--- src/rtl/mbnc_pkg.sv ---
// Shared types and constants for the minimum-radix numeral converter.
`default_nettype none

package mbnc_pkg;

    // Widths and counts
    localparam int VALUE_WIDTH_DEF = 32;
    localparam int NUM_BASES       = 36;
    localparam int CHAR_W          = 8;
    localparam int DIGIT_W         = 6;
    localparam int BASE_W          = 6;
    localparam int OUT_VALUE_W     = 32;

    // Character codes
    localparam logic [CHAR_W-1:0] CHAR_ZERO     = 8'd48;
    localparam logic [CHAR_W-1:0] CHAR_NINE     = 8'd57;
    localparam logic [CHAR_W-1:0] CHAR_UPPER_A  = 8'd65;
    localparam logic [CHAR_W-1:0] CHAR_UPPER_Z  = 8'd90;
    localparam logic [CHAR_W-1:0] LETTER_OFFSET = 8'd55;
    localparam logic [CHAR_W-1:0] CHAR_SPACE    = 8'h20;
    localparam logic [CHAR_W-1:0] CHAR_TAB      = 8'h09;
    localparam logic [CHAR_W-1:0] CHAR_VTAB     = 8'h0B;
    localparam logic [CHAR_W-1:0] CHAR_NEWLINE  = 8'h0A;

    // Classified input byte
    typedef struct packed {
        logic               is_sep;
        logic [DIGIT_W-1:0] digit;
    } t_char_info;

    // Per-lane accumulator control
    typedef struct packed {
        logic step;
        logic clear;
    } t_lane_ctrl;

endpackage

`default_nettype wire

--- src/rtl/mbnc_decode.sv ---
// Byte classifier: separator detect and digit value.
`default_nettype none

module mbnc_decode (
    input  wire logic [mbnc_pkg::CHAR_W-1:0] i_char,
    output mbnc_pkg::t_char_info             o_info
);

    logic [mbnc_pkg::CHAR_W-1:0] w_diff;

    // Separator set and digit value; anything else is a zero digit
    always_comb begin
        w_diff        = '0;
        o_info.is_sep = (i_char inside {mbnc_pkg::CHAR_SPACE, mbnc_pkg::CHAR_TAB,
                                        mbnc_pkg::CHAR_VTAB, mbnc_pkg::CHAR_NEWLINE});
        if (i_char inside {[mbnc_pkg::CHAR_ZERO:mbnc_pkg::CHAR_NINE]}) begin
            w_diff = i_char - mbnc_pkg::CHAR_ZERO;
        end else if (i_char inside {[mbnc_pkg::CHAR_UPPER_A:mbnc_pkg::CHAR_UPPER_Z]}) begin
            w_diff = i_char - mbnc_pkg::LETTER_OFFSET;
        end
        o_info.digit = w_diff[mbnc_pkg::DIGIT_W-1:0];
    end

endmodule

`default_nettype wire

--- config.mk ---
export PLATFORM = sky130hd
export DESIGN_NAME = mbnc_decode
export DESIGN_NICKNAME = d
export VERILOG_FILES = /design/src/rtl/mbnc_pkg.sv /design/src/rtl/mbnc_decode.sv
export SDC_FILE = /design/constraint.sdc
export NUM_CORES = 1
export LEC_CHECK = 0
export ABC_AREA = 1
export BUFFER_PORTS_ARGS = -buffer_cell sky130_fd_sc_hd__buf_4
export CAP_MARGIN = 10
export CORE_AREA = 2 2 39 41
export DETAILED_ROUTE_END_ITERATION = 16
export DIE_AREA = 0 0 41 43
export PLACE_DENSITY = 0.52
export SYNTH_ARGS = -nofsm -noshare
export SYNTH_HDL_FRONTEND = slang
export SYNTH_SLANG_ARGS = --single-unit
--- constraint.sdc ---
create_clock -name vclk -period 3.2
set_clock_uncertainty 0.05 [all_clocks]
set_input_delay 0.64 -clock vclk [all_inputs]
set_output_delay 0.64 -clock vclk [all_outputs]
set_load 0.01 [all_outputs]
## Word level (Yosys, flattened, before mapping)

Index checks and enable logic that the tools add are counted.

| cells by class | value |
|---|---|
| add/subtract/negate cells | 2 |
| reductions and logical operators | 3 |
| muxes and demuxes | 2 |
| $lt $le $gt $ge | 4 |
| equal/unequal tests | 4 |

Operators with widths:

| cell | count |
|---|---|
| == test 8 x 4 -> 1 bit (second input constant) | 3 |
| 2-to-1 mux 6 bit | 2 |
| subtractor 6 bit (second input constant) | 2 |
| == test 8 x 6 -> 1 bit (second input constant) | 1 |
| greater-or-equal comparator 8 x 6 -> 1 bit (second input constant) | 1 |
| greater-or-equal comparator 8 x 7 -> 1 bit (second input constant) | 1 |
| less-or-equal comparator 8 x 6 -> 1 bit (second input constant) | 1 |
| less-or-equal comparator 8 x 7 -> 1 bit (second input constant) | 1 |
| nonzero test 4 bit | 1 |
| logical AND 1 bit | 2 |

| word-level totals | value |
|---|---|
| output and inout bits | 7 |
| bits in registers | 0 |
| logic and storage cells | 15 |
| input bits | 8 |

## Logic depth before layout (Yosys ltp)

Gate-level depths: netlist of the first run.

| logic depth | value |
|---|---|
| depth after elaboration | 4 |
| depth in mapped cells | 9 |
| gate-level depth less buffers | 9 |

## Worst setup path before layout of the first run

OpenSTA, ideal clock, no wires.

| timing | value |
|---|---|
| path kind | input port to output port |
| start point | input port i_char[5] (netlist name) |
| end point | output port o_info[0] (netlist name) |
| path buffers | 0 |
| slack | 1,150 ps |
| data required time | 2,510 ps |
| stages on the path | 9 |
| data arrival time | 1,360 ps |
| cells stage by stage | inv_1 > ha_1 > nand2_1 > inv_1 > nand2_2 > nand2_2 > nor2_4 > nand2_1 > nand2_1 |

RTL lines:

| element | line | text |
|---|---|---|
| start, declared | mbnc_decode.sv:5 | `input wire logic [mbnc_pkg::CHAR_W-1:0] i_char,` |
| end, declared | mbnc_decode.sv:6 | `output mbnc_pkg::t_char_info o_info` |

==> run metrics, run 1 <==
result of the run=completed; crit path launch=i_char[0]; Final min period=2.42 ns; number of gates on the worst path with buffers counted=8; antenna violations before repair=0; netlist area before placement=~400 um2; Peak supply drop=0.0322 mV; DRC violation count after routing=0; WS Path Type=input port to primary output; Routed WL per cell=about 9.5 um; static power due to leakage=~0.00032 uW; crit path capture type=primary output; Chip Height=43 um; Required @ worst endpoint=roughly 2.5 ns; WL met3=between 30 and 40 um; worst path arrival time=1.73 ns; final wirelength=between 900 and 1000 um; Starting DRT DRC Count=5; share of post-route cells with drive strength above 1=28.2%; final weighted congestion of routability-driven global placement=between 0.7 and 0.8; postcts setup bufs=0; dpl cells=between 100 and 150; register cell area after layout=0 um2; final standard cell utilization of the core=between 30% and 40%; Final nets=between 100 and 150; final max-slew violation count=0; delay contributed by the slowest stage of the critical path=0.30 ns; most common cell after layout, fill and taps aside=sky130_fd_sc_hd__nand2_1; Setup violations, final=0; highest routing layer actually used=met3; cell count after synthesis=70; number of synthesis warnings=0; Tightest Hold Check Type=input port to primary output; setup repair after global routing missed its margin=false; share of the clock period used by the worst path=75.7%; Seq Cell Count=0; Fmax=0.413 GHz; Resized Gates After CTS=0; GRT overflow=0; wire length of the first global-routing pass=approximately 1500 um; largest net degree at the start of global routing=8; number of antenna-violating nets in the routed design=0; PnR Total Power=between 50 and 60 uW; Bufs and invs on worst path=3; cell class contributing the biggest share of worst-path delay=compound AO/OA/AOI/OAI gates; setup TNS=0 ns; die footprint=between 1500 and 2000 um2; area of the core=approximately 1400 um2; layout overhead on the synthesized area=32.7%; synthesized area per cell=between 5 and 6 um2; per-cell via count in the routed design=4.44; critical path's slowest cell=sky130_fd_sc_hd__a21oi_2; antenna cell count=0; number of maximum-capacitance constraint violations=0; starting density of the core=between 20 and 30%; critical path capture point=o_info[5]; wire length on met2=about 470 um; Final Hold Violating Endpoints=0; critical path launch point type=input port; row count=14; Netlist cell types=15; cell area after layout=538 um2; half-perimeter wire length after detailed placement=just under 800 um; synthesized netlist net count=between 80 and 90; die width=between 40 and 50 um; detailed-router iteration count before antenna repair=3; worst hold path depth=4; Synth area leaders=sky130_fd_sc_hd__ha_1 28%, sky130_fd_sc_hd__nand2_1 25%, sky130_fd_sc_hd__inv_1 9.3%, sky130_fd_sc_hd__xor2_1 6.5%, sky130_fd_sc_hd__nand3_1 4.9%; total number of vias=roughly 450; normalized max-slew margin=79.0%; total power per unit cell area=96.0 nW/um2; Overall Global Routing Usage=between 10% and 20%; final-layout fill cell count=170; clock tree buffer count of the final layout=0; Placed Area=approximately 540 um2; post-synth top area share=~28%; input/output buffers=15; CP Max Fanout=6; Ports=15; count of placed standard cells in the final layout, fillers left out=101; largest area contributor in the netlist=sky130_fd_sc_hd__ha_1; M1 WL=447 um; critical path cell sequence=buf_4 -> inv_1 -> ha_1 -> a21oi_1 -> a21oi_2 -> nand2_1 -> nand2_1 -> buf_4; sequential area share after synthesis=0%; number of global-route vias before repair=~370; count of hold-fix buffers inserted at cts=0; slew at the pin closest to its max-slew limit=0.314 ns; top library cells by usage in the layout, fill and taps aside=27 x sky130_fd_sc_hd__nand2_1, 15 x sky130_fd_sc_hd__buf_4, 10 x sky130_fd_sc_hd__inv_1
kinds of logic after synthesis:
logic type,Yosys count,share of synthesized area [%]
AND/OR/NAND/NOR,41,46.0
buffers and inverters,12,11.1
adder cells (fa/ha/maj),9,27.8
AO/OA/AOI/OAI,5,8.64
XOR/XNOR,3,6.48
through the flow:
stage	setup slack, ns	hold WS [ns]
3_5_place_dp	0.765	1.56
3_3_place_gp	0.798	1.56
2_1_floorplan	1.15	1.35
6_report	0.777	1.55
4_1_cts	0.763	1.55
5_1_grt	0.658	1.59
tightest hold or removal path, stage by stage:
cell and delay (ns):
sky130_fd_sc_hd__buf_4 0.11, sky130_fd_sc_hd__nand2_1 0.05, sky130_fd_sc_hd__nand2_1 0.05, sky130_fd_sc_hd__buf_4 0.11
cell usage after synthesis (all sizes together):
cell type	number
a21boi	1
a21oi	4
ha	9
inv	12
nand2	30
nand3	5
nand4	1
nor2	4
nor3b	1
xor2	3
layout make-up:
| type | count | area [um2] | share of cell area (%) |
|---|---|---|---|
| Multi-Input combinational cell | 58 | 360 | 67.0 |
| Timing Repair Buffer | 15 | 113 | 20.9 |
| Tap cell | 16 | 20.0 | 3.72 |
| Inverter | 12 | 45.0 | 8.37 |
worst min path at each step:
stage               slack, ns   endpoint      start
floorplan                1.35  o_info[0]  i_char[0]
global placement         1.56  o_info[0]  i_char[0]
detailed placement       1.56  o_info[0]  i_char[0]
CTS                      1.55  o_info[0]  i_char[0]
global route             1.59  o_info[3]  i_char[3]
finish                   1.55  o_info[0]  i_char[0]
where the power goes:
part / internal [uW] / switching (uW)
registers: 0 / 0
logic: 22.5 / 29.2
clock network: 0 / 0
routing by layer:
| metal | up-vias | GRT usage [%] |
|---|---|---|
| met5 | - | 0 |
| met4 | 0 | 0 |
| met3 | 0 | 0 |
| met2 | 9 | 19.4 |
| met1 | 194 | 18.0 |
| li1 | 245 | - |
(Power assumes the default switching activity.)
==> run 2, diff against run 1 <==
--- a/config.mk
+++ b/config.mk
@@ -11,7 +11,7 @@
 export CORE_AREA = 2 2 39 41
 export DETAILED_ROUTE_END_ITERATION = 16
 export DIE_AREA = 0 0 41 43
-export PLACE_DENSITY = 0.52
+export PLACE_DENSITY = 0.54
 export SYNTH_ARGS = -nofsm -noshare
 export SYNTH_HDL_FRONTEND = slang
 export SYNTH_SLANG_ARGS = --single-unit
==> constraint.sdc (replaced) <==
create_clock -name vclk -period 2.2
set_clock_uncertainty 0.05 [all_clocks]
set_input_delay 0.44 -clock vclk [all_inputs]
set_output_delay 0.44 -clock vclk [all_outputs]
set_load 0.01 [all_outputs]
==> run 2 against run 1 <==
Effect of this change: die area stayed put; via count is 4.0% lower; worst setup slack worse by 0.57 ns; clock-buffer cell count stayed put; non-clock buffer count stayed put; critical path type unchanged; critical endpoint is now o_info[4]; largest cell class unchanged; highest routed layer unchanged.
==> run metrics, run 2 (synthesis results as in run 1) <==
worst path arrival time=~1.5 ns; crit path capture type=primary output; Hold Path Origin=i_char[3]; Overall Global Routing Usage=between 10% and 20%; WS Path Type=input port to primary output; share of the clock period used by the worst path=just over 90%; final standard cell utilization of the core=approximately two fifths; result of the run=completed; wire length of the first global-routing pass=1530 um; count of hold-fix buffers inserted at cts=0; largest net degree at the start of global routing=8; half-perimeter wire length after detailed placement=between 700 and 800 um; area of the core=1380 um2; starting density of the core=between 20% and 30%; setup repair after global routing missed its margin=false; Hold Crit Endpoint=o_info[3]; critical path launch point type=input port; final wirelength=907 um; Peak supply drop=0.0375 mV; Final Hold Violating Endpoints=0; antenna cell count=0; Bufs and invs on worst path=3; Starting DRT DRC Count=7; static power due to leakage=between 0.0003 and 0.0004 uW; Seq Cell Count=0; number of global-route vias before repair=375; per-cell via count in the routed design=about 4.3; Setup violations, final=0; DRC violation count after routing=0; row count=14; CP Max Fanout=6; Resized Gates After CTS=0; critical path's slowest cell=sky130_fd_sc_hd__a21oi_2; final max-slew violation count=0; number of maximum-capacitance constraint violations=0; detailed-router iteration count before antenna repair=4; postcts setup bufs=0; final-layout fill cell count=roughly 150; worst hold path depth=4; input/output buffers=15; total number of vias=430; cell class contributing the biggest share of worst-path delay=compound AO/OA/AOI/OAI gates; Tightest Hold Check Type=input port to primary output; Final nets=between 100 and 150; critical path cell sequence=buf_4 -> inv_1 -> ha_1 -> a21oi_1 -> a21oi_2 -> nand2_1 -> nand2_1 -> buf_4; share of post-route cells with drive strength above 1=about 28%; Chip Height=~43 um; antenna violations before repair=0; setup TNS=0 ns; Required @ worst endpoint=~1.7 ns; Final min period=1.99 ns; clock tree buffer count of the final layout=0; Ports=15; slew at the pin closest to its max-slew limit=a little under 0.3 ns; final weighted congestion of routability-driven global placement=0.712; most common cell after layout, fill and taps aside=sky130_fd_sc_hd__nand2_1; Fmax=0.502 GHz; total power per unit cell area=around 140 nW/um2; top library cells by usage in the layout, fill and taps aside=27 x sky130_fd_sc_hd__nand2_1, 15 x sky130_fd_sc_hd__buf_4, 10 x sky130_fd_sc_hd__inv_1; layout overhead on the synthesized area=32.7%; number of gates on the worst path with buffers counted=8; register cell area after layout=0 um2; normalized max-slew margin=80.7%; die footprint=around 1800 um2; die width=41 um; Routed WL per cell=around 9 um; number of antenna-violating nets in the routed design=0; GRT overflow=0; delay contributed by the slowest stage of the critical path=around 0.28 ns
==> run 2: cell counts in the layout (fill, tap and decap cells not counted) <==
No cell type changed its count.
==> run 2: area by class of cell <==
type	instances	area [um2]	share of cell area, %
multi-input cells	58	360	67.0
repair buffers	15	113	20.9
inverters	12	45.0	8.37
well taps	16	20.0	3.72
==> run 2: worst max-delay path by stage <==
stage,start,endpoint,slack [ns]
finish,i_char[0],o_info[4],0.21
global route,i_char[0],o_info[0],0.10
CTS,i_char[0],o_info[4],0.20
detailed placement,i_char[0],o_info[4],0.21
global placement,i_char[1],o_info[0],0.22
floorplan,i_char[5],o_info[0],0.55
==> run 2: per-layer routing <==
metal	track usage, %	wire, um
met3	0	33
met4	0	0
met2	19.1	395
met1	18.0	478
met5	0	0
==> run 2: power breakdown <==
| part | switching, uW | total (uW) | internal, uW |
|---|---|---|---|
| Clock | 0 | 0 | 0 |
| Combinational | 42.4 | 75.0 | 32.5 |
| Sequential | 0 | 0 | 0 |
==> run 2: stage by stage <==
stage	setup WS [ns]	hold WS (ns)	power [uW]	area [um2]	std cells
final	0.207	1.16	75.0	538	101
after global routing	0.100	1.18	86.4	538	101
after CTS	0.202	1.16	75.9	538	101
after detailed placement	0.206	1.16	75.5	538	101
after global placement	0.218	1.16	75.7	538	101
after floorplan	0.550	0.952	42.0	405	70
==> run 3, diff against run 2 <==
--- a/config.mk
+++ b/config.mk
@@ -11,7 +11,7 @@
 export CORE_AREA = 2 2 39 41
 export DETAILED_ROUTE_END_ITERATION = 16
 export DIE_AREA = 0 0 41 43
-export PLACE_DENSITY = 0.54
+export PLACE_DENSITY = 0.66
 export SYNTH_ARGS = -nofsm -noshare
 export SYNTH_HDL_FRONTEND = slang
 export SYNTH_SLANG_ARGS = --single-unit
==> run 3 against run 2 <==
Effect of this change: power shrank 0.52%; fmax grew 1.1%; clock-buffer cell count is the same; critical path depth is the same; utilization is the same; sequential share of layout area is the same; first-iteration DRC count is the same; worst hold slack gained 0.0046 ns; combinational power shrank 0.5%; final cell count is the same; critical endpoint is now o_info[0]; largest power group unchanged.
==> run metrics, run 3 (synthesis results as in run 1) <==
antenna violations before repair=0; final-layout fill cell count=between 150 and 200; Final min period=1.97 ns; count of hold-fix buffers inserted at cts=0; row count=14; Overall Global Routing Usage=a little over a tenth; Global Route met3 Usage=0%; wire length of the first global-routing pass=approximately 1500 um; final weighted congestion of routability-driven global placement=approximately 0.76; Routed WL per cell=roughly 8.3 um; most common cell after layout, fill and taps aside=sky130_fd_sc_hd__nand2_1; critical path's slowest cell=sky130_fd_sc_hd__a21oi_2; antenna cell count=0; total number of vias=around 440; cell class contributing the biggest share of worst-path delay=compound AO/OA/AOI/OAI gates; layout overhead on the synthesized area=32.7%; Ports=15; input/output buffers=15; Starting DRT DRC Count=7; worst hold path depth=4; share of the clock period used by the worst path=roughly nine tenths; setup TNS=0 ns; Required @ worst endpoint=1.71 ns; crit path capture type=primary output; delay contributed by the slowest stage of the critical path=~0.25 ns; number of antenna-violating nets in the routed design=0; Peak supply drop=about 0.056 mV; per-cell via count in the routed design=4.34; Tightest Hold Check Type=input port to primary output; CP Max Fanout=6; number of maximum-capacitance constraint violations=0; worst path arrival time=about 1.5 ns; GRT overflow=0; Final Hold Violating Endpoints=0; met2 Track Usage GR=18.1%; slew at the pin closest to its max-slew limit=around 0.25 ns; area of the core=around 1400 um2; static power due to leakage=about 0.00032 uW; Fmax=slightly above 0.5 GHz; Bufs and invs on worst path=3; largest net degree at the start of global routing=8; WS Path Type=input port to primary output; critical path launch point type=input port; final worst setup slack=about 0.23 ns; final max-slew violation count=0; setup repair after global routing missed its margin=false; final wirelength=~830 um; final standard cell utilization of the core=38.9%; smallest hold slack=about 1.2 ns; die width=approximately 41 um; starting density of the core=slightly below 30%; DRC violation count after routing=0; critical path cell sequence=buf_4 -> inv_1 -> ha_1 -> a21oi_1 -> a21oi_2 -> nand2_1 -> nand2_1 -> buf_4; post-placement setup slack=about 0.23 ns; clock tree buffer count of the final layout=0; normalized max-slew margin=between 80 and 90%; Hold Path Origin=i_char[3]; Hold Crit Endpoint=o_info[3]; Chip Height=about 43 um; Setup violations, final=0; Seq Cell Count=0; total power per unit cell area=approximately 140 nW/um2; result of the run=completed; die footprint=~1800 um2; Resized Gates After CTS=0; half-perimeter wire length after detailed placement=a little over 700 um; Final nets=approximately 100; share of post-route cells with drive strength above 1=between 20% and 30%; detailed-router iteration count before antenna repair=3; top library cells by usage in the layout, fill and taps aside=27 x sky130_fd_sc_hd__nand2_1, 15 x sky130_fd_sc_hd__buf_4, 10 x sky130_fd_sc_hd__inv_1; gr busiest metal=met2; register cell area after layout=0 um2; met1 track utilization from global routing=approximately 16%; number of global-route vias before repair=~380; crit path launch=i_char[0]; postcts setup bufs=0
[run 3: cell counts in the layout (fill, tap and decap cells not counted)]
Identical to the previous run, type by type.
[run 3: stage by stage]
step	std cells	cell area, um2	total power (uW)
3_3_place_gp	101	538	74.9
4_1_cts	101	538	75.4
6_report	101	538	74.6
2_1_floorplan	70	405	42.0
3_5_place_dp	101	538	74.8
5_1_grt	101	538	86.1
[run 3: how the worst max path moves through the flow]
stage	end	slack [ns]	depth (start not counted)
3_5_place_dp	o_info[4]	0.23	8
6_report	o_info[0]	0.23	8
5_1_grt	o_info[3]	0.11	10
3_3_place_gp	o_info[0]	0.23	10
4_1_cts	o_info[5]	0.22	10
2_1_floorplan	o_info[0]	0.55	9
[run 3: layout make-up]
| class | count | area, um2 | area share [%] |
|---|---|---|---|
| Multi-Input combinational cell | 58 | 360 | 67.0 |
| Timing Repair Buffer | 15 | 113 | 20.9 |
| Inverter | 12 | 45.0 | 8.37 |
| Tap cell | 16 | 20.0 | 3.72 |
[run 3: per-layer routing]
metal | vias to the layer above | share of wire (%)
li1 | 245 | -
met4 | 0 | 0
met2 | 8 | 48
met3 | 0 | 4.4
met5 | - | 0
met1 | 185 | 47
[run 3: worst min-delay path, cell delays in order]
cell and delay (ns):
sky130_fd_sc_hd__buf_4 0.12, sky130_fd_sc_hd__nand2_1 0.05, sky130_fd_sc_hd__nand2_1 0.05, sky130_fd_sc_hd__buf_4 0.11
[run 3: power breakdown]
part,switching [uW],internal [uW],total [uW]
sequential,0,0,0
clock,0,0,0
combinational,41.8,32.7,74.6
total,41.8,32.7,74.6
