## src/rtl/mbnc_pkg.sv

```systemverilog
// Shared types and constants for the minimum-radix numeral converter.
`default_nettype none

package mbnc_pkg;

    // Widths and counts
    localparam int VALUE_WIDTH_DEF = 32;
    localparam int NUM_BASES       = 36;
    localparam int CHAR_W          = 8;
    localparam int DIGIT_W         = 6;
    localparam int BASE_W          = 6;
    localparam int OUT_VALUE_W     = 32;

    // Character codes
    localparam logic [CHAR_W-1:0] CHAR_ZERO     = 8'd48;
    localparam logic [CHAR_W-1:0] CHAR_NINE     = 8'd57;
    localparam logic [CHAR_W-1:0] CHAR_UPPER_A  = 8'd65;
    localparam logic [CHAR_W-1:0] CHAR_UPPER_Z  = 8'd90;
    localparam logic [CHAR_W-1:0] LETTER_OFFSET = 8'd55;
    localparam logic [CHAR_W-1:0] CHAR_SPACE    = 8'h20;
    localparam logic [CHAR_W-1:0] CHAR_TAB      = 8'h09;
    localparam logic [CHAR_W-1:0] CHAR_VTAB     = 8'h0B;
    localparam logic [CHAR_W-1:0] CHAR_NEWLINE  = 8'h0A;

    // Classified input byte
    typedef struct packed {
        logic               is_sep;
        logic [DIGIT_W-1:0] digit;
    } t_char_info;

    // Per-lane accumulator control
    typedef struct packed {
        logic step;
        logic clear;
    } t_lane_ctrl;

endpackage

`default_nettype wire

```

## src/rtl/mbnc_lane.sv

```systemverilog
// One Horner accumulator for a fixed radix.
`default_nettype none

module mbnc_lane #(
    parameter int VALUE_WIDTH = mbnc_pkg::VALUE_WIDTH_DEF,
    parameter int RADIX       = 1
) (
    input  wire logic                         i_clk,
    input  wire logic                         i_rst_n,
    input  wire mbnc_pkg::t_lane_ctrl         i_ctrl,
    input  wire logic [mbnc_pkg::DIGIT_W-1:0] i_digit,
    output logic [VALUE_WIDTH-1:0]            o_acc
);

    logic [VALUE_WIDTH-1:0] r_acc;
    logic [VALUE_WIDTH-1:0] n_acc;

    // acc = acc * radix + digit on step, wrapping at VALUE_WIDTH; clear zeroes it
    always_comb begin
        n_acc = r_acc;
        if (i_ctrl.clear) begin
            n_acc = '0;
        end else if (i_ctrl.step) begin
            n_acc = r_acc * VALUE_WIDTH'(RADIX) + VALUE_WIDTH'(i_digit);
        end
    end

    always_ff @(posedge i_clk) begin
        if (!i_rst_n) begin
            r_acc <= '0;
        end else begin
            r_acc <= n_acc;
        end
    end

    assign o_acc = r_acc;

endmodule

`default_nettype wire

```

## config.mk

```make
export PLATFORM = sky130hd
export DESIGN_NAME = mbnc_lane
export DESIGN_NICKNAME = d
export VERILOG_FILES = /design/src/rtl/mbnc_pkg.sv /design/src/rtl/mbnc_lane.sv
export SDC_FILE = /design/constraint.sdc
export NUM_CORES = 1
export LEC_CHECK = 0
export BUFFER_PORTS_ARGS = -buffer_cell sky130_fd_sc_hd__buf_2
export CORE_MARGIN = 2
export CORE_UTILIZATION = 30
export CTS_CLUSTER_DIAMETER = 100
export DETAILED_ROUTE_END_ITERATION = 12
export SYNTH_ARGS = -nofsm -noshare
export SYNTH_HDL_FRONTEND = slang
export SYNTH_SLANG_ARGS = --single-unit
```

## constraint.sdc

```tcl
create_clock -name i_clk -period 2.5 [get_ports i_clk]
set_clock_uncertainty 0.15 [all_clocks]
set_input_delay 0.625 -clock i_clk [delete_from_list [all_inputs] [get_ports i_clk]]
set_output_delay 0.625 -clock i_clk [all_outputs]
set_load 0.02 [all_outputs]
```

* Yosys cells after proc, flatten, opt, wreduce, memory -nomap -nowiden
Index checks and enable logic that the tools add are counted.
** Storage, ports and cells
- Register bits after elaboration :: 32
- Input bits :: 10
- Output and inout bits :: 32
- Logic and storage cells :: 4
** Operators by class
- $add $sub $neg :: 1
- Bitwise gates (word level) :: 1
- Reductions and logical operators :: 1
** Operator list (number)
- 32-bit by 6-bit adder with 32-bit output :: 1
- 2-bit OR reduction :: 1
- 1-bit inverter :: 1

* Logic depth before layout (Yosys ltp)
Gate-level depths: netlist of the first run.
- Depth after elaboration :: 2
- Depth in mapped cells :: 8
- Gate-level depth less buffers :: 6

* Least setup slack after synthesis of the first run
Ideal clock, no wire load.
- Path kind :: input port to flip-flop
- Start :: in i_digit[0] (netlist name)
- End :: reg r_acc[6] (netlist: o_acc[6])
- Setup time :: 0.070 ns
- Arrival time :: 2.187 ns
- Data required time :: 2.280 ns
- Path slack :: 0.092 ns
- Cell stages on the path :: 8
- Buffers on the path :: 2
- Path through :: ha_1 -> fa_1 -> a21o_1 -> a21boi_2 -> buf_2 -> buf_4 -> o21ai_0 -> a21oi_1
** On the way
- Word-level cells in the longest chain between the ends :: 1
** RTL lines
- from (decl) :: line mbnc_lane.sv:11 : input wire logic [mbnc_pkg::DIGIT_W-1:0] i_digit,
- 32-bit by 6-bit adder with 32-bit output :: line mbnc_lane.sv:24 : n_acc = r_acc * VALUE_WIDTH'(RADIX) + VALUE_WIDTH'(i_digit);
- to (signal assigned) :: line mbnc_lane.sv:32 : r_acc <= n_acc;
- to (decl) :: line mbnc_lane.sv:15 : logic [VALUE_WIDTH-1:0] r_acc;
Every way passes these cells.
A chain may end at the register's enable or synchronous reset.

* Worst setup path in the final report of the first run
- Start :: in i_digit[4] (netlist name)
- End :: reg r_acc[13] (netlist: o_acc[13])
Same word-level chain as after synthesis.

==> summary.md, run 1 <==
| Metric | Value |
|---|---|
| Outcome | finished, final reports clean |
| Crit path required time | about 2.6 ns |
| Placement Rows | 28 |
| Placed Instances | 323 |
| CP Max Fanout | 20 |
| Wire per inst | 13.6 microns |
| Total Wirelength | 4510 microns |
| Maximum VDD drop | 0.183 mV |
| Cells after synthesis | about 210 |
| Slew HR | 64.0% |
| Final period util | a little under 90% |
| P_leak | roughly 0.9 nW |
| Mux cell area share after synthesis | approximately 2.8% |
| Post-DP Area | roughly 2200 sq um |
| Sink Count | 32 |
| Seq cells post-synth | 32 |
| Synth Area in Compound Gates | between 20% and 30% |
| Arrival @ worst endpoint | approximately 2.3 ns |
| PD cells | approximately 520 nW/um^2 |
| Count leader, synth | dfxtp_1 |
| Antenna diodes | 0 |
| Post-CTS sizing | 0 |
| Clk slew on worst S/H paths | around 0.070 ns |
| # hold bufs at CTS | 0 |
| Worst Setup End Kind | register |
| Via density | between 5 and 6 |
| Final Setup Violations | 0 |
| Pins Over Slew Limit | 0 |
| GRT overflow | 0 |
| Setup TNS | 0 ns |
| Synthesized net count | between 200 and 250 |
| Total number of vias | about 1800 |
| Async SR Flop Fraction | 0% |
| I/O pin cnt | 42 |
| Drt first-iter violations | between 80 and 90 |
| H-tree depth | 2 |
| Max Clock Freq | 457 MHz |
| CP max-delay cell | or4_1 |
| Post-synth top cells | dfxtp_1 (32), a21oi_1 (22), o31ai_1 (16), or4_1 (16), nand2_1 (14) |
| Vias in the first global route | roughly 1600 |
| Worst skew pair latency | a little under 0.3 ns |
| DP HPWL | about 3300 microns |
| Ranking of synthesized cells by area | dfxtp_1 (36%), o31ai_1 (6.7%), or4_1 (6.7%) |
| Num CTS Buffers | 5 |
| CTS tree | yes |
| Die X | between 80 and 90 microns |
| Count of final hold-check violations | 0 |
| Largest net degree at the start of global routing | 29 |
| Fin nets | 272 |
| Maxcap violations | 0 |
| Synth Warn # | 0 |
| Post-synthesis xor/xnor area fraction | under 10% |
| Fin cells | between 300 and 400 |
| Adder-Cell Fraction of Synth Area | approximately 5.3% |
| Final RePlAce weighted congestion | just over 0.8 |
| Setup ws final | ~0.31 ns |
| Synth Area in Simple Gates | between 20 and 30% |
| Postcts setup bufs | 0 |
| Die height | 81.6 microns |
| Gr usage total | around 15% |
| CTS root buffer | clkbuf_8 |
| Port Buf Inserts | 41 |
| Critical path launch point type | input port |
| Worst-Margin Slew | approximately 0.54 ns |
| Synthesized cell area | 1800 sq um |
| Buf/Inv on CP | 2 |
| Ys flop type | dfxtp_1 |
| Core ar. | 5850 sq um |
| Area growth from synthesis to layout | 26.7% |
| Fraction of layout cells with a size suffix above 1 | 26.2% |
| Synth cell types | 40 |
| Post-synth EDFFs | 0 |
| Post-route ant nets | 0 |
| # DRC | 0 |
| Biggest area consumer among synthesized cells | dfxtp_1 |
| Crit path cell chain | buf_2, ha_1, o211ai_1, o21a_1, buf_12, or4_1, a21oi_1 |
| Largest register FFs | 32 |
| Initial antenna violation count | 0 |
| Largest stage delay, worst path | between 0.5 and 0.6 ns |
| Fin crit period | between 2 and 2.5 ns |
| WS Path Type | in -> reg |
| Hold Path Class | reg -> reg |
| DR pass1 iterations | 4 |
| Initial Util | a little under a third |
| Max Buffers Root-to-Sink | 2 |
| Avg Cell Area, Syn | between 8 and 9 sq um |
| Main combinational cell family by area after synthesis | simple AND/OR/NAND/NOR gates |
| Pre-CTS WS | 0.0384 ns |
| Top cell type's share of synthesized area | between 30% and 40% |
| Crit-path leading delay family | compound AO/OA/AOI/OAI gates |
| Die area | roughly 6700 sq um |
| Post-synthesis sequential area ratio | 35.5% |
| Global-route wire length before repair | 7740 microns |
| Final instance area | 2290 sq um |
| RSZ-0062 raised after global routing | no |
[cells in the final DEF, fill, tap and decap left out, types with 4 or more instances in the layout]
master,Yosys,final
or4_1,16,16
buf_4,1,11
buf_2,4,41
nor2_1,5,5
clkbuf_8,0,7
nand2_1,14,14
o31ai_1,16,16
nand2b_1,4,4
nand3_1,13,13
nor4_1,5,5
o21ai_0,10,10
nand4_1,7,7
ha_1,6,6
a21oi_1,22,22
mux2i_1,5,5
o21a_1,4,4
dfxtp_1,32,32
[per-stage QoR]
stage	power [mW]	utilization, %	hold slack, ns
2_1_floorplan	0.603	-	0.390
3_3_place_gp	0.649	36.9	0.305
3_5_place_dp	0.651	36.9	0.322
4_1_cts	1.21	39.1	0.332
5_1_grt	1.24	39.1	0.375
6_report	1.20	39.1	0.326
[area by class of cell]
cell class,count,area (sq um)
multi-input cells,160,1090
well taps,75,93.8
flip-flops and latches,32,641
clock inverters,1,30.0
fillers,618,3560
inverters,2,7.51
repair buffers,54,328
clock buffers,7,96.3
[cell families (layout without fill, tap and decap cells)]
| logic type | count (synthesis) | in the layout |
|---|---|---|
| AOI/OAI and AO/OA | 65 | 65 |
| and+or+nand+nor | 79 | 79 |
| xor gates and xnor gates | 4 | 4 |
| adders and majority gates | 7 | 7 |
| muxes | 5 | 5 |
| DFF | 32 | 32 |
| buffers and inverters | 15 | 64 |
[metal layers]
metal,track usage (%),vias to the layer above,part of all wire (%)
li1,-,903,-
met1,20.1,846,50
met2,22.9,34,44
met3,3.63,6,4.5
met4,5.59,0,1.6
met5,0,-,0
[worst paths after layout]
path,end,depth (start not counted),from,slack [ns]
worst min-delay path,o_acc[29],2,o_acc[29],0.33
worst min register to register,o_acc[29],2,o_acc[29],0.33
worst max-delay path,o_acc[13],7,i_digit[4],0.31
worst max register to register,o_acc[13],6,o_acc[4],0.42
[tightest hold or removal path: stages (launching register included)]
cell and delay (ns):
dfxtp_1 0.33, nand2_1 0.06, mux2i_1 0.05
[power breakdown]
part           leakage, nW  internal (mW)  switching [mW]
registers            0.258          0.514         0.00387
logic                0.588         0.0513          0.0715
clock network       0.0645          0.352           0.206
total                0.911          0.917           0.281
Power figures use the tool's default switching activity.
==> inputs of run 2 (changes only) <==
- CORE_ASPECT_RATIO: unset -> 0.9
- MAX_ROUTING_LAYER: unset -> met4
- SKIP_LAST_GASP: unset -> 1
==> summary.md, run 2 (synthesized netlist as in run 1, its figures left out) <==
| Metric | Value |
|---|---|
| Outcome | finished, final reports clean |
| DP HPWL | roughly 3400 microns |
| Post-route ant nets | 0 |
| Worst skew pair latency | between 0.2 and 0.3 ns |
| Maximum VDD drop | a little over 0.3 mV |
| Largest net degree at the start of global routing | 29 |
| # hold bufs at CTS | 0 |
| Gr usage total | 14.9% |
| Global-route wire length before repair | between 7000 and 8000 microns |
| Worst Setup End Kind | register |
| Count of final hold-check violations | 0 |
| Post-DP Area | around 2100 sq um |
| Port Buf Inserts | 41 |
| Final Setup Violations | 0 |
| Commonest non-fill, non-tap cell in the layout | buf_2 |
| CP Launch Point | i_digit[5] |
| Final RePlAce weighted congestion | between 0.7 and 0.8 |
| Fraction of layout cells with a size suffix above 1 | around 25% |
| DR pass1 iterations | 6 |
| Die height | approximately 78 microns |
| Pins Over Slew Limit | 0 |
| Sink Count | 32 |
| Worst Reg2Reg Path Length in Cells | 6 |
| Fin crit period | 2.19 ns |
| Worst-Margin Slew | around 0.67 ns |
| PD cells | 479 nW/um^2 |
| Initial antenna violation count | 0 |
| Num CTS Buffers | 5 |
| CP Max Fanout | 28 |
| Area growth from synthesis to layout | 23.9% |
| Total number of vias | approximately 1800 |
| Maxcap violations | 0 |
| Crit path required time | ~2.6 ns |
| Post-CTS sizing | 0 |
| Via density | approximately 5.5 |
| Crit-path leading delay family | simple AND/OR/NAND/NOR gates |
| RSZ-0062 raised after global routing | no |
| Critical path launch point type | input port |
| Fin nets | between 200 and 300 |
| Most frequent cells in the layout | buf_2 (41), dfxtp_1 (32), a21oi_1 (22) |
| P_leak | roughly 0.89 nW |
| Clk slew on worst S/H paths | 0.06 ns |
| Largest stage delay, worst path | 0.50 ns |
| Reg-to-reg slack, setup | around 0.43 ns |
| I/O pin cnt | 42 |
| Reg-to-reg endpoint | o_acc[28] |
| Arrival @ worst endpoint | approximately 2.2 ns |
| Antenna diodes | 0 |
| Vias in the first global route | about 1600 |
| Initial Util | between 30% and 40% |
| CP max-delay cell | or4_1 |
| Worst path depth | 7 |
| Slew HR | 55.5% |
| CTS root buffer | clkbuf_8 |
| Total Wirelength | around 4600 microns |
| Die X | 85.7 microns |
| Postcts setup bufs | 0 |
| Setup crit end | o_acc[28] |
| # DRC | 0 |
| Hold Path Class | reg -> reg |
| Setup TNS | 0 ns |
| Hold depth | 2 |
| Placement Rows | 26 |
| Max Buffers Root-to-Sink | 2 |
| Drt first-iter violations | 88 |
| Wire per inst | 14.3 microns |
| Final instance area | 2230 sq um |
| Worst R2R Start | o_acc[5] |
| Buf/Inv on CP | 2 |
| Final period util | ~90% |
| GRT overflow | 0 |
| Largest register FFs | 32 |
| CTS tree | yes |
| H-tree depth | 2 |
| Crit path cell chain | buf_2, ha_1, o211a_4, nand4_4, buf_12, or4_1, a21oi_1 |
| Die area | ~6700 sq um |
| Core ar. | between 5000 and 6000 sq um |
| Max Clock Freq | ~460 MHz |
| WS Path Type | in -> reg |
## run 2: cell count changes in the layout (fill, tap and decap cells not counted), sizes merged
| cell | before | now |
|---|---|---|
| bufinv | 1 | 0 |
| buf | 54 | 52 |
## run 2: cell type report
| cell class | count | area, sq um |
|---|---|---|
| inverter | 2 | 7.51 |
| sequential | 32 | 641 |
| timing repair buffer | 52 | 313 |
| clock buffer | 7 | 96.3 |
| fill | 607 | 3520 |
| multi-input combinational | 160 | 1090 |
| tap | 70 | 87.6 |
## run 2: report_power, final
part	internal (mW)	switching (mW)	leakage [nW]
Combinational	0.0470	0.0705	0.580
Clock	0.245	0.190	0.0503
Sequential	0.514	0.00405	0.258
## run 2: routing by layer
| layer | global-route usage (%) | part of all wire, % | up-vias |
|---|---|---|---|
| li1 | - | - | 895 |
| met1 | 20.8 | 50 | 837 |
| met2 | 21.6 | 44 | 42 |
| met3 | 3.09 | 4.6 | 4 |
| met4 | 4.44 | 1.1 | 0 |
| met5 | - | 0 | - |
## run 2: metrics by stage
step                power, mW  hold slack (ns)  setup WS [ns]  util (%)  instances
finish                   1.07            0.320          0.307      38.8        323
CTS                      1.08            0.324          0.317      38.8        323
global route             1.11            0.346          0.200      38.8        323
global placement        0.646            0.309         0.0498      37.1        316
detailed placement      0.647            0.310         0.0363      37.1        316
floorplan               0.603            0.390         0.0925         -        207
## run 2: worst min-delay path by stage
stage,from,end
2_1_floorplan,o_acc[31],o_acc[31]
3_3_place_gp,o_acc[31],o_acc[31]
3_5_place_dp,o_acc[31],o_acc[31]
4_1_cts,o_acc[31],o_acc[31]
5_1_grt,o_acc[30],o_acc[30]
6_report,o_acc[31],o_acc[31]
## run 2: worst register-to-register path: stages (launching register included)
cell,delay (ns)
dfxtp_1,0.33
ha_1,0.38
o211a_4,0.20
nand4_4,0.11
buf_12,0.18
or4_1,0.50
a21oi_1,0.15
==> inputs of run 3 (changes only) <==
- ABC_AREA: unset -> 1
- CORE_MARGIN: 2 -> unset
==> summary.md, run 3 <==
| Metric | Value |
|---|---|
| Post-synthesis sequential area ratio | a little under a third |
| Final instance area | about 2500 sq um |
| Gr usage total | roughly 17% |
| Clk slew on worst S/H paths | approximately 0.070 ns |
| # DRC | 0 |
| Fin cells | around 480 |
| Placement Rows | 28 |
| Synth cell types | 31 |
| Global-route wire length before repair | about 9700 microns |
| Final period util | roughly 81% |
| Max Buffers Root-to-Sink | 2 |
| Hold Path Class | reg -> reg |
| Outcome | finished, final reports clean |
| Maximum VDD drop | between 0.2 and 0.25 mV |
| PD cells | 418 nW/um^2 |
| Ranking of synthesized cells by area | dfxtp_1 (30%), nand2_1 (17%), nor2_1 (11%) |
| Final Setup Violations | 0 |
| Synthesized cell area | between 2000 and 2500 sq um |
| Pins Over Slew Limit | 0 |
| Slew HR | 74.5% |
| Final Util | 37.6% |
| Die area | 7370 sq um |
| Avg Cell Area, Syn | about 6.2 sq um |
| Commonest non-fill, non-tap cell in the layout | nand2_1 |
| Arrival @ worst endpoint | 2.06 ns |
| P_leak | about 1.2 nW |
| Post-DP Area | about 2400 sq um |
| Via density | 4.60 |
| Setup ws final | roughly 0.48 ns |
| Worst skew pair latency | around 0.29 ns |
| Most frequent cells in the layout | nand2_1 (93), nor2_1 (60), inv_1 (49) |
| Fraction of layout cells with a size suffix above 1 | between 20% and 30% |
| Post-route ant nets | 0 |
| Die X | 90.4 microns |
| GRT overflow | 0 |
| WS Path Type | in -> reg |
| Placed Instances | ~470 |
| CP Max Fanout | 6 |
| Final RePlAce weighted congestion | 0.869 |
| CP max-delay cell | ha_1 |
| Vias in the first global route | between 2000 and 2500 |
| Antenna diodes | 0 |
| Die height | 81.5 microns |
| Worst Setup End Kind | register |
| Num CTS Buffers | 5 |
| Drt first-iter violations | between 100 and 150 |
| Wire per inst | about 12 microns |
| Total Wirelength | ~5600 microns |
| Biggest area consumer among synthesized cells | dfxtp_1 |
| Synthesized net count | roughly 360 |
| Crit path cell chain | buf_2, ha_1, nand2_1, nor2_1, nand3_1, nand2_2, nand2_1, nor2_1, nand2_1, nand2_1, nor2_1 |
| Tot Pwr | approximately 1.1 mW |
| Initial Util | a little under a third |
| Largest register FFs | 32 |
| Pre-CTS WS | approximately 0.19 ns |
| Top cell type's share of synthesized area | 30.4% |
| Max Clock Freq | ~490 MHz |
| Count of final hold-check violations | 0 |
| DR pass1 iterations | 4 |
| CTS root buffer | clkbuf_8 |
| Seq cells post-synth | 32 |
| Initial antenna violation count | 0 |
| Async SR Flop Fraction | 0% |
| # hold bufs at CTS | 0 |
| DP HPWL | roughly 4400 microns |
| Synth Warn # | 0 |
| RSZ-0062 raised after global routing | no |
| Fin crit period | between 2 and 2.5 ns |
| Post-CTS sizing | 0 |
| Postcts setup bufs | 0 |
| I/O pin cnt | 42 |
| Fin nets | a little over 400 |
| Crit path top cell by count | nand2_1 |
| Crit path required time | 2.54 ns |
| Maxcap violations | 0 |
| Post-synth top cells | nand2_1 (93), nor2_1 (60), inv_1 (49) |
| Largest net degree at the start of global routing | 13 |
| Ys flop type | dfxtp_1 |
| Critical path launch point type | input port |
| Worst hold slack | ~0.34 ns |
| CTS tree | yes |
| Worst-Margin Slew | roughly 0.38 ns |
| Largest stage delay, worst path | a little under 0.4 ns |
| Core ar. | 6690 sq um |
| Port Buf Inserts | roughly 40 |
| Setup TNS | 0 ns |
| Count leader, synth | nand2_1 |
| Post-synth EDFFs | 0 |
| Cells after synthesis | 340 |
| Area growth from synthesis to layout | 19.3% |
| H-tree depth | 2 |
| Total number of vias | between 2000 and 2500 |
| Sink Count | 32 |
## run 3: layer usage
metal	GRT usage, %	vias to the layer above	part of all wire (%)
li1	-	1152	-
met1	22.0	982	50
met2	28.0	53	43
met3	2.50	9	4.7
met4	7.10	0	2.0
met5	-	-	0
## run 3: where the power goes
group	switching (mW)	leakage, nW	internal, mW
Sequential	0.00400	0.258	0.514
Combinational	0.0666	0.887	0.0385
Clock	0.202	0.0455	0.225
## run 3: area by class of cell
cell class | instances | area [sq um]
clock buffer | 8 | 90.1
fill | 755 | 4180
inverter | 53 | 200
multi-input combinational | 250 | 1240
sequential | 32 | 641
tap | 90 | 113
timing repair buffer | 44 | 228
## run 3: critical path, delay by kind of cell
kind          cells  cell delay, ns
fa+ha+maj         1            0.39
buf+inv           1            0.10
simple gates      9            0.95
## run 3: cell families after synthesis
logic type,count (synthesis),synth area share [%]
AOI/OAI and AO/OA,24,6.35
xor gates and xnor gates,5,2.08
adders and majority gates,7,4.51
buffers and inverters,58,10.6
DFF,32,30.4
and+or+nand+nor,214,46.1
## run 3: final timing paths
kind	to	start	slack, ns	depth (start not counted)
worst max-delay path	o_acc[19]	i_digit[5]	0.48	11
worst min-delay path	o_acc[0]	o_acc[0]	0.34	2
worst max register to register	o_acc[19]	o_acc[5]	0.58	10
worst min register to register	o_acc[0]	o_acc[0]	0.34	2
